`src/lh_pkg.sv`:
```
// ----------------------------------------------------------------------------
// lh_pkg: shared types, constants and helpers of the letter histogram
// Letter set, counter sizes, controller command and status bundles, and the
// byte to counter index mapping.
// ----------------------------------------------------------------------------
package lh_pkg;

    // sizes of the letter store
    localparam int NUM_LETTERS = 52;
    localparam int COUNT_WIDTH = 16;
    localparam int IDX_W       = $clog2(NUM_LETTERS);
    localparam int TOTAL_W     = 24;
    localparam int ALPHA_LEN   = 26;

    // character codes
    localparam logic [7:0] CHR_UP_A = 8'h41;
    localparam logic [7:0] CHR_UP_Z = 8'h5A;
    localparam logic [7:0] CHR_LO_A = 8'h61;
    localparam logic [7:0] CHR_LO_Z = 8'h7A;

    // result kinds
    localparam logic KIND_TOTAL  = 1'b0;
    localparam logic KIND_LETTER = 1'b1;

    typedef logic [IDX_W-1:0]       t_idx;
    typedef logic [COUNT_WIDTH-1:0] t_count;
    typedef logic [TOTAL_W-1:0]     t_total;

    // controller states
    typedef enum logic [4:0] {
        ST_IDLE   = 5'b00001,
        ST_UPD    = 5'b00010,
        ST_TOTAL  = 5'b00100,
        ST_SCAN   = 5'b01000,
        ST_LETTER = 5'b10000
    } t_state;

    // controller to datapath
    typedef struct packed {
        logic take_letter;  // capture index of the incoming byte, read its counter
        logic upd;          // write back the incremented counter
        logic sel_scan;     // counter store read address from the scan index
        logic scan_step;    // move scan index on by one
        logic emit_total;   // load total beat, start the scan
        logic emit_letter;  // load letter beat, move scan on
        logic clear_all;    // report done, empty the histogram
    } t_cmd;

    // datapath to controller
    typedef struct packed {
        logic in_letter;    // incoming byte is a counted letter
        logic in_finish;    // incoming beat ends the text
        logic none_set;     // no letter counted
        logic pend_bit;     // counter at scan index still to report
        logic last_hit;     // counter at scan index is the last to report
        logic out_free;     // output register can take a beat
    } t_sts;

    typedef struct packed {
        logic hit;
        t_idx idx;
    } t_lookup;

    // byte to counter index, letters beyond the store are not hits
    function automatic t_lookup letter_lookup(input logic [7:0] b);
        t_lookup    r;
        logic [7:0] pos;
        r   = '0;
        pos = 8'(b - CHR_LO_A) + 8'(ALPHA_LEN);
        if (b >= CHR_UP_A && b <= CHR_UP_Z) begin
            r.hit = 1'b1;
            r.idx = IDX_W'(b - CHR_UP_A);
        end else if (b >= CHR_LO_A && b <= CHR_LO_Z) begin
            r.hit = (pos < 8'(NUM_LETTERS));
            r.idx = IDX_W'(pos);
        end
        return r;
    endfunction

    // counter index to character code
    function automatic logic [7:0] letter_code(input t_idx idx);
        logic [7:0] w;
        w = 8'(idx);
        if (w < 8'(ALPHA_LEN)) begin
            return CHR_UP_A + w;
        end
        return CHR_LO_A + (w - 8'(ALPHA_LEN));
    endfunction

    // counter value as reported, clipped to the result field
    function automatic t_total clip_count(input t_count c);
        logic [32:0] w;
        w = 33'(c);
        if (w > 33'((1 << TOTAL_W) - 1)) begin
            return '1;
        end
        return w[TOTAL_W-1:0];
    endfunction

endpackage

```
`src/lh_ram.sv`:
```
// ----------------------------------------------------------------------------
// lh_ram: generic single write, single read memory
// One write port, one read port with registered read data.
// ----------------------------------------------------------------------------
module lh_ram #(
    parameter int WIDTH = 16,
    parameter int DEPTH = 52
) (
    input  logic                     i_clk,
    input  logic                     i_we,
    input  logic [$clog2(DEPTH)-1:0] i_waddr,
    input  logic [WIDTH-1:0]         i_wdata,
    input  logic [$clog2(DEPTH)-1:0] i_raddr,
    output logic [WIDTH-1:0]         o_rdata
);

    logic [WIDTH-1:0] r_mem [DEPTH];
    logic [WIDTH-1:0] r_rdata;

    // write port
    always_ff @(posedge i_clk) begin
        if (i_we) begin
            r_mem[i_waddr] <= i_wdata;
        end
    end

    // registered read
    always_ff @(posedge i_clk) begin
        r_rdata <= r_mem[i_raddr];
    end

    assign o_rdata = r_rdata;

endmodule

```
`src/lh_ctrl.sv`:
```
// ----------------------------------------------------------------------------
// lh_ctrl: letter histogram controller
// Sequences counting, the total beat and the scan over the letter counters.
// ----------------------------------------------------------------------------
module lh_ctrl (
    input  logic          i_clk,
    input  logic          i_rst_n,
    input  logic          i_in_valid,
    output logic          o_in_ready,
    input  lh_pkg::t_sts  i_sts,
    output lh_pkg::t_cmd  o_cmd
);
    import lh_pkg::*;

    t_state r_state;
    t_state n_state;
    t_cmd   cmd;

    // state register
    always_ff @(posedge i_clk) begin
        if (!i_rst_n) begin
            r_state <= ST_IDLE;
        end else begin
            r_state <= n_state;
        end
    end

    // next state and commands
    always_comb begin
        n_state = r_state;
        cmd     = '0;
        unique case (r_state)
            ST_IDLE: begin
                if (i_in_valid) begin
                    if (i_sts.in_finish) begin
                        n_state = ST_TOTAL;
                    end else if (i_sts.in_letter) begin
                        cmd.take_letter = 1'b1;
                        n_state         = ST_UPD;
                    end
                end
            end
            ST_UPD: begin
                cmd.upd = 1'b1;
                n_state = ST_IDLE;
            end
            ST_TOTAL: begin
                if (i_sts.out_free) begin
                    cmd.emit_total = 1'b1;
                    if (i_sts.none_set) begin
                        cmd.clear_all = 1'b1;
                        n_state       = ST_IDLE;
                    end else begin
                        n_state = ST_SCAN;
                    end
                end
            end
            ST_SCAN: begin
                cmd.sel_scan = 1'b1;
                if (i_sts.pend_bit) begin
                    n_state = ST_LETTER;
                end else begin
                    cmd.scan_step = 1'b1;
                end
            end
            ST_LETTER: begin
                cmd.sel_scan = 1'b1;
                if (i_sts.out_free) begin
                    cmd.emit_letter = 1'b1;
                    if (i_sts.last_hit) begin
                        cmd.clear_all = 1'b1;
                        n_state       = ST_IDLE;
                    end else begin
                        n_state = ST_SCAN;
                    end
                end
            end
            default: begin
                n_state = ST_IDLE;
            end
        endcase
    end

    assign o_cmd      = cmd;
    assign o_in_ready = (r_state == ST_IDLE);

endmodule

```
`src/lh_dpath.sv`:
```
// ----------------------------------------------------------------------------
// lh_dpath: letter histogram datapath
// Counter store, nonzero flags, running total, scan index and output register.
// ----------------------------------------------------------------------------
module lh_dpath (
    input  logic                    i_clk,
    input  logic                    i_rst_n,
    input  logic [7:0]              i_text_byte,
    input  logic                    i_finish,
    input  lh_pkg::t_cmd            i_cmd,
    output lh_pkg::t_sts            o_sts,
    input  logic                    i_out_ready,
    output logic                    o_out_valid,
    output logic                    o_entry_kind,
    output logic [7:0]              o_letter_code,
    output logic [lh_pkg::TOTAL_W-1:0] o_letter_count,
    output logic                    o_last_entry
);
    import lh_pkg::*;

    t_lookup                lk;
    t_idx                   r_idx;
    t_idx                   r_scan;
    t_idx                   rd_addr;
    t_count                 q;
    t_count                 old_count;
    logic                   cnt_sat;
    logic [NUM_LETTERS-1:0] r_nz;
    logic [NUM_LETTERS-1:0] r_pend;
    logic [NUM_LETTERS-1:0] pend_left;
    t_total                 r_total;
    logic                   r_out_valid;
    logic                   r_out_kind;
    logic [7:0]             r_out_code;
    t_total                 r_out_count;
    logic                   r_out_last;
    logic                   out_free;

    assign lk = letter_lookup(i_text_byte);

    // counter store
    assign rd_addr = i_cmd.sel_scan ? r_scan : lk.idx;

    lh_ram #(
        .WIDTH (COUNT_WIDTH),
        .DEPTH (NUM_LETTERS)
    ) u_ram (
        .i_clk   (i_clk),
        .i_we    (i_cmd.upd && !cnt_sat),
        .i_waddr (r_idx),
        .i_wdata (old_count + COUNT_WIDTH'(1)),
        .i_raddr (rd_addr),
        .o_rdata (q)
    );

    // a counter never written since the last report reads as zero
    assign old_count = r_nz[r_idx] ? q : '0;
    assign cnt_sat   = &old_count;

    // byte index capture
    always_ff @(posedge i_clk) begin
        if (i_cmd.take_letter) begin
            r_idx <= lk.idx;
        end
    end

    // nonzero flags and running total
    always_ff @(posedge i_clk) begin
        if (!i_rst_n || i_cmd.clear_all) begin
            r_nz    <= '0;
            r_total <= '0;
        end else if (i_cmd.upd && !cnt_sat) begin
            r_nz[r_idx] <= 1'b1;
            if (r_total != '1) begin
                r_total <= r_total + TOTAL_W'(1);
            end
        end
    end

    // scan over counters still to report
    assign pend_left = r_pend & ~(NUM_LETTERS'(1) << r_scan);

    always_ff @(posedge i_clk) begin
        if (!i_rst_n) begin
            r_pend <= '0;
            r_scan <= '0;
        end else if (i_cmd.emit_total) begin
            r_pend <= r_nz;
            r_scan <= '0;
        end else if (i_cmd.emit_letter) begin
            r_pend <= pend_left;
            r_scan <= r_scan + IDX_W'(1);
        end else if (i_cmd.scan_step) begin
            r_scan <= r_scan + IDX_W'(1);
        end
    end

    // output register
    assign out_free = !r_out_valid || i_out_ready;

    always_ff @(posedge i_clk) begin
        if (!i_rst_n) begin
            r_out_valid <= 1'b0;
        end else if (i_cmd.emit_total || i_cmd.emit_letter) begin
            r_out_valid <= 1'b1;
        end else if (i_out_ready) begin
            r_out_valid <= 1'b0;
        end
    end

    always_ff @(posedge i_clk) begin
        if (i_cmd.emit_total) begin
            r_out_kind  <= KIND_TOTAL;
            r_out_code  <= '0;
            r_out_count <= r_total;
            r_out_last  <= ~|r_nz;
        end else if (i_cmd.emit_letter) begin
            r_out_kind  <= KIND_LETTER;
            r_out_code  <= letter_code(r_scan);
            r_out_count <= clip_count(q);
            r_out_last  <= ~|pend_left;
        end
    end

    // status to the controller
    always_comb begin
        o_sts           = '0;
        o_sts.in_letter = lk.hit;
        o_sts.in_finish = i_finish;
        o_sts.none_set  = ~|r_nz;
        o_sts.pend_bit  = r_pend[r_scan];
        o_sts.last_hit  = ~|pend_left;
        o_sts.out_free  = out_free;
    end

    assign o_out_valid    = r_out_valid;
    assign o_entry_kind   = r_out_kind;
    assign o_letter_code  = r_out_code;
    assign o_letter_count = r_out_count;
    assign o_last_entry   = r_out_last;

endmodule

```
`src/letter_histogram.sv`:
```
// ----------------------------------------------------------------------------
// letter_histogram: ASCII letter counter with histogram report
// Counts letters of a byte stream and reports the totals on a finish beat.
// ----------------------------------------------------------------------------
// Input stream: s_axis_tdata carries one text byte, s_axis_tlast marks the
// finish beat, whose byte is ignored. Letters A..Z and a..z each bump their
// own saturating counter and a 24-bit running total; other bytes are dropped.
// Output stream: after a finish beat the block sends the total (tuser 0,
// letter code 0), then one beat per letter with a nonzero count in the order
// A..Z then a..z (tuser 1), with tlast on the final beat of the report.
// Input: a non-letter beat leaves s_axis_tready high; after a letter beat
// it drops while the count is written back, as each count is a read then
// a write of the counter memory. A report holds s_axis_tready low while the
// total beat is loaded, each counter index up to the last nonzero one is
// scanned and each letter beat is loaded; the total beat goes first.
// A stalled receiver holds the report in the output register; the scan
// waits and nothing is lost. The block takes the next text byte while the
// final report beat still waits to be taken.
// Reset (synchronous, active low) empties the histogram at once through
// per-counter flags; the counters are cleared the same way after each report.
// ----------------------------------------------------------------------------
module letter_histogram (
    input  logic        i_clk,
    input  logic        i_rst_n,
    input  logic        s_axis_tvalid,
    output logic        s_axis_tready,
    input  logic [7:0]  s_axis_tdata,   // [7:0] text_byte
    input  logic        s_axis_tlast,   // finish
    output logic        m_axis_tvalid,
    input  logic        m_axis_tready,
    output logic [31:0] m_axis_tdata,   // [7:0] letter_code, [31:8] letter_count
    output logic        m_axis_tuser,   // entry_kind
    output logic        m_axis_tlast    // last_entry
);
    import lh_pkg::*;

    t_cmd       cmd;
    t_sts       sts;
    logic [7:0] letter_code_w;
    t_total     letter_count_w;

    // controller
    lh_ctrl u_ctrl (
        .i_clk      (i_clk),
        .i_rst_n    (i_rst_n),
        .i_in_valid (s_axis_tvalid),
        .o_in_ready (s_axis_tready),
        .i_sts      (sts),
        .o_cmd      (cmd)
    );

    // datapath
    lh_dpath u_dpath (
        .i_clk          (i_clk),
        .i_rst_n        (i_rst_n),
        .i_text_byte    (s_axis_tdata),
        .i_finish       (s_axis_tlast),
        .i_cmd          (cmd),
        .o_sts          (sts),
        .i_out_ready    (m_axis_tready),
        .o_out_valid    (m_axis_tvalid),
        .o_entry_kind   (m_axis_tuser),
        .o_letter_code  (letter_code_w),
        .o_letter_count (letter_count_w),
        .o_last_entry   (m_axis_tlast)
    );

    assign m_axis_tdata = {letter_count_w, letter_code_w};

endmodule

```
`config.mk`:
```
export PLATFORM = sky130hd
export DESIGN_NAME = letter_histogram
export DESIGN_NICKNAME = d
export VERILOG_FILES = /design/src/lh_pkg.sv /design/src/lh_ram.sv /design/src/lh_ctrl.sv /design/src/lh_dpath.sv /design/src/letter_histogram.sv
export SDC_FILE = /design/constraint.sdc
export NUM_CORES = 2
export LEC_CHECK = 0
export ABC_AREA = 1
export BUFFER_PORTS_ARGS = -buffer_cell sky130_fd_sc_hd__buf_2
export CORE_ASPECT_RATIO = 1.1
export CORE_MARGIN = 5
export CORE_UTILIZATION = 60
export CTS_CLUSTER_DIAMETER = 200
export DETAILED_ROUTE_END_ITERATION = 16
export GPL_TIMING_DRIVEN = 1
export PLACE_DENSITY = 0.76
export SLEW_MARGIN = 40
export SYNTH_ARGS = -nofsm -noshare
export SYNTH_HDL_FRONTEND = slang
export SYNTH_HIERARCHICAL = 1
export SYNTH_SLANG_ARGS = --single-unit
```
`constraint.sdc`:
```
create_clock -name i_clk -period 12.7 [get_ports i_clk]
set_clock_uncertainty 0.1 [all_clocks]
set_input_delay 2.54 -clock i_clk [delete_from_list [all_inputs] [get_ports i_clk]]
set_output_delay 2.54 -clock i_clk [all_outputs]
set_load 0.05 [all_outputs]
```
# == Word level (Yosys, flattened, before mapping) ==
# Memories as Yosys holds them, arrays and structs flattened. A register that Yosys moved wholly into a read port is not among the register bits.
# Index checks and enable logic that the tools add are counted.
# op_classes
mul,0
div,0
addsub,9
eq_ne,11
shift,1
reduce_logical,22
muxes,52
order_cmp,9
bitwise,4
# ops
operator,n
2-to-1 mux 52 bit,2
OR reduction 52 bit,2
bitwise AND 52 bit,1
NOT 52 bit,1
OR 52 bit,1
"<< shifter 1 x 6 -> 52 bit, first input constant",1
2-to-1 mux 24 bit,2
2-to-1 mux 5 bit,6
2-to-1 mux 1 bit,26
"adder 24 x 1 -> 24 bit, second input constant",1
"!= test 24 bit, second input constant",1
one-hot mux 5 bit (4 select lines),1
2-to-1 mux 6 bit,3
"adder 16 x 1 -> 16 bit, second input constant",1
">= comparator 8 x 7 -> 1 bit, second input constant",2
"less-or-equal comparator 8 x 7 -> 1 bit, second input constant",2
2-to-1 mux 16 bit,1
2-to-1 mux 8 bit,2
AND reduction 16 bit,1
"< comparator 6 x 7 -> 1 bit, second input constant",2
2-to-1 mux 7 bit,2
binary-select mux 1 bit (select 6 bit),2
"adder 7 x 6 -> 8 bit, first input constant",1
"adder 7 x 8 -> 8 bit, first input constant",1
28 further kinds,43
# totals
in_bits,13
word_cells,120
output_inout_bits,36
latch_bits,0
mem_bits_ro,0
regBits,180
ramBits,832
memories,1
# mem_list
name,words,word_bits,rd,rd_ports_with_merged_regs,wr,line,text
u_dpath.u_ram.r_mem,52,16,1,1,1,lh_ram.sv:17,logic [WIDTH-1:0] r_mem [DEPTH];

# == Depth between registers and ports, before layout ==
# depth
word_depth,10
ltp_mapped,23
ltp_nobuf,18

# == By module ==
# The synthesis kept the hierarchy.
# modules_own_cells
mod,seq_area_each_um2,n_inst,cells_per_inst,area_per_inst_um2
lh_ram,25304.3,1,2836,34317.9
lh_dpath,3813.7,1,1520,10486.3
lh_ctrl,100.1,1,74,503.0

# == Worst setup path before layout ==
# OpenSTA, ideal clock, no wires.
# synth_path
kind,flip-flop to flip-flop
from,reg u_dpath.r_idx[1]
to,mem u_dpath.u_ram.r_mem[32][0] (enable)
slack_ns,7.560
n_path_buf,2
arrival_ns,4.610
t_required_ns,12.169
path_stages_with_launch,19
setup_time_ns,0.431
synth_period_minus_slack_ns,5.140
cell_sequence,edfxtp_1 -> nand2_1 -> clkinv_1 -> o211ai_1 -> nand2_1 -> nor2_1 -> nor2_1 -> nor2_1 -> nand2_2 -> buf_6 -> nand2_2 -> inv_1 -> ha_1 -> nand4_2 -> nor2_4 -> a21boi_0 -> clkbuf_1 -> nand4_1 -> nor4_1
# synth_between
elab_chain_len,8
# synth_lines
element,line,text
start: declaration,lh_dpath.sv:22,t_idx r_idx;
start signal: assignment,lh_dpath.sv:63,r_idx <= lk.idx;
binary-select mux 1 bit (select 6 bit),lh_dpath.sv:57,assign old_count = r_nz[r_idx] ? q : '0;
2-to-1 mux 1 bit (implied by the code),lh_dpath.sv:57,
2-to-1 mux 16 bit,lh_dpath.sv:57,
AND reduction 16 bit,lh_dpath.sv:58,assign cnt_sat = &old_count;
zero test 1 bit,lh_dpath.sv:49,".i_we (i_cmd.upd && !cnt_sat),"
logical AND 1 bit,lh_dpath.sv:49,
2-to-1 mux 1 bit,lh_ram.sv:22,if (i_we) begin
2-to-1 mux 1 bit (implied by the code),lh_ram.sv:23,r_mem[i_waddr] <= i_wdata;
end: declaration,lh_ram.sv:17,
# Several ways; a longest one is shown, not always the timed one. The select of a mux whose other input is x is not followed.

==> metrics <==
boundary pin count 49; placed cell area 46300 um^2; warnings from Yosys 6; f_max 142 MHz; final setup fails 0; Avg Inst Size Synth 10.2 um^2; hold slack 360 ps; postcts setup bufs 0; Skew-Pair Late Insertion Delay 680 ps; n_diodes 0; number of DRC markers in iteration 0 4397; Yosys top cell area share 57.2%; worst r2r src u_dpath/r_idx[1]; clock tree buffer depth 3; share of layout cells above drive strength 1 9.38%; crit-path cells buf_2, inv_1, ha_1, nand3_1, o21ai_0, o311ai_0, nand2_1, o21ai_0, nand2_1, o21ai_4, buf_4, buf_4, buf_4, nand3_1, nand3_1, nand2_1, nand2_1, nand3_1, nand3_1, nand2_1; Hold-fix buffers, CTS 0; outcome finished, final reports clean; CTS sink cnt 1028; Cell variety after synth 51; top area cells in the synthesized netlist edfxtp_1 57%, nand2_1 9.5%, dfxtp_1 7.3%; vias in the first global route 31900; initial antenna violation count 1; largest stage delay on the critical path 770 ps; final instance area 49600 um^2; Syn Inst Count 4430; post-CTS sizing 0; Synth Register Bits 1028; Die W 272 um; first-pass GRT wire length 188000 um; Max Cap Viol 0; HP Start u_dpath/o_letter_code[0]; Layout fillers 5548; H-Tree Depth 3; hold depth 2; WL final 123000 um; Core ar. 74800 um^2; Synth-to-Final Area Change 9.41%; R2R setup slack 6790 ps; Worst Max-Slew Pin Slew 957 ps; CP Launch Type input port; Worst Hold End u_dpath/o_letter_code[0]; CP Data Required Time 13140 ps; hold crit path type flip-flop to flip-flop; die area 81100 um^2; Avg WL per Cell 22.5 um; Post-route DRC 0; post-DR vias/cell 6.15; largest net degree at the start of global routing 137; CTS tree built; PwrDens 158 nW/um^2; worst reg2reg path depth 18; number of flops mapped to enable cells by yosys 863; FP Rows 105; area leader, netlist edfxtp_1; Fin Setup TNS 0 ps; setup ws final 5660 ps; maximum vdd ir drop 0.126 mV; Worst Setup Path Type input port to flip-flop; Crit Path Max Fanout 62; DP Worst Slack 5120 ps; Worst EP arrival 7480 ps; Slew Viols, Final 0; GR Util All Layers 29.7%; top-count cell post-synth nand2_1; Clock Pin Slew Worst Setup and Hold Paths 60 ps; RR Endpoint u_dpath/u_ram/r_mem[18][3]; vias after detailed routing 33600; critical path's slowest cell buf_4; initial cell density of the core 60.6%; Detail Route Antenna Nets 0; RSZ-0062 raised after global routing no; Pre-antenna DRT Iters 8; Layout Nets 4436; commonest cells in the synthesized netlist 1150 x nand2_1, 863 x edfxtp_1, 611 x nand3_1; CP Launch Point s_axis_tdata[0]; LEAKAGE 18.2 nW; Cell Area, Synth 45300 um^2; Final Util 66.3%; Slew HR 36.2%; dpl hpwl 71000 um; Syn Nets 4457; CTS buffer count 101; Final Hold Viols 0; global placer's final weighted congestion 0.927; minimum clock period 7040 ps; Period Utilization, post-route 55.4%; Synth Flop Type edfxtp_1; die height 298 um; IO buf count 48; Post-synth ARST share 0%; register area share after synthesis 64.5%; total gr overflow 0; root buffer cell clkbuf_16; crit end category flip-flop
-- cell families after synthesis --
kind of cell,Yosys count,share of synthesized area (%)
fa+ha+maj,14,0.387
compound gates,480,5.87
simple gates,2327,22.7
buf+inv,540,5.81
flops,1028,64.5
xor+xnor,41,0.793
-- registers in the layout, summed over array words and instances, names as in the netlist --
| register | cells |
|---|---|
| u_dpath/o_letter_count | 24 |
| u_dpath/o_entry_kind | 1 |
| u_dpath/r_total | 24 |
| u_dpath/r_pend | 52 |
| u_dpath/u_ram/o_rdata | 16 |
| u_dpath/r_idx | 6 |
| u_dpath/r_scan | 6 |
| u_dpath/r_nz | 52 |
| u_dpath/u_ram/r_mem | 832 |
| u_dpath/o_last_entry | 1 |
| u_dpath/o_out_valid | 1 |
| u_ctrl/r_state | 5 |
| u_dpath/o_letter_code | 8 |
-- cell type report --
class,instances,area [um^2],share of cell area (%)
clock buffers,134,2760,5.58
multi-input cells,2862,13800,27.8
well taps,963,1200,2.43
flip-flops and latches,1028,29200,58.9
clock inverters,57,515,1.04
inverters,267,1030,2.07
repair buffers,149,1070,2.16
-- through the flow --
step                instances  total power (W)
floorplan                4430          0.00456
global placement         5267          0.00490
detailed placement       5269          0.00492
CTS                      5460          0.00782
global route             5460          0.00808
finish                   5460          0.00782
-- where the power goes --
part / switching, W / leakage, nW / internal, W / total, W
clock network: 0.00127 / 1.62 / 0.00168 / 0.00295
logic: 0.000807 / 7.32 / 0.000238 / 0.00104
registers: 0.0000720 / 9.26 / 0.00375 / 0.00383
total: 0.00215 / 18.2 / 0.00567 / 0.00782
-- worst max-delay path: cells and delay by family --
kind            cells  cell delay (ps)
fa+ha+maj           1              230
buf+inv             5             2350
compound gates      4              560
simple gates       10             1740
-- how the worst max path moves through the flow --
stage / end / slack, ps
after floorplan: u_dpath/u_ram/r_mem[32][0] / 7560
after global placement: u_dpath/u_ram/o_rdata[1] / 5190
after detailed placement: u_dpath/u_ram/o_rdata[1] / 5120
after CTS: u_dpath/u_ram/o_rdata[1] / 5800
after global routing: u_dpath/u_ram/o_rdata[1] / 5560
final: u_dpath/u_ram/o_rdata[1] / 5660
-- per-layer routing --
metal | global-route usage [%] | vias up | wire length (um) | part of all wire (%)
met5 | 0 | - | 0 | 0
met4 | 14.6 | 0 | 6780 | 5.5
met3 | 4.84 | 334 | 12100 | 9.9
met2 | 48.3 | 2015 | 58700 | 48
met1 | 39.1 | 15900 | 45100 | 37
li1 | - | 15300 | - | -
-- layout by cell type, fill, tap and decap left out, drive strengths merged, types with 40 or more instances in the layout --
cell / netlist / routed
buf: 179 / 149
nand4: 114 / 114
clkinv: 3 / 51
edfxtp: 863 / 863
nor2: 354 / 354
a31oi: 59 / 59
clkbuf: 94 / 134
nor4: 40 / 40
nand2: 1160 / 1160
o21ai: 235 / 235
a21oi: 106 / 106
inv: 264 / 265
nand3: 616 / 616
dfxtp: 165 / 165
(Power assumes the default switching activity.)
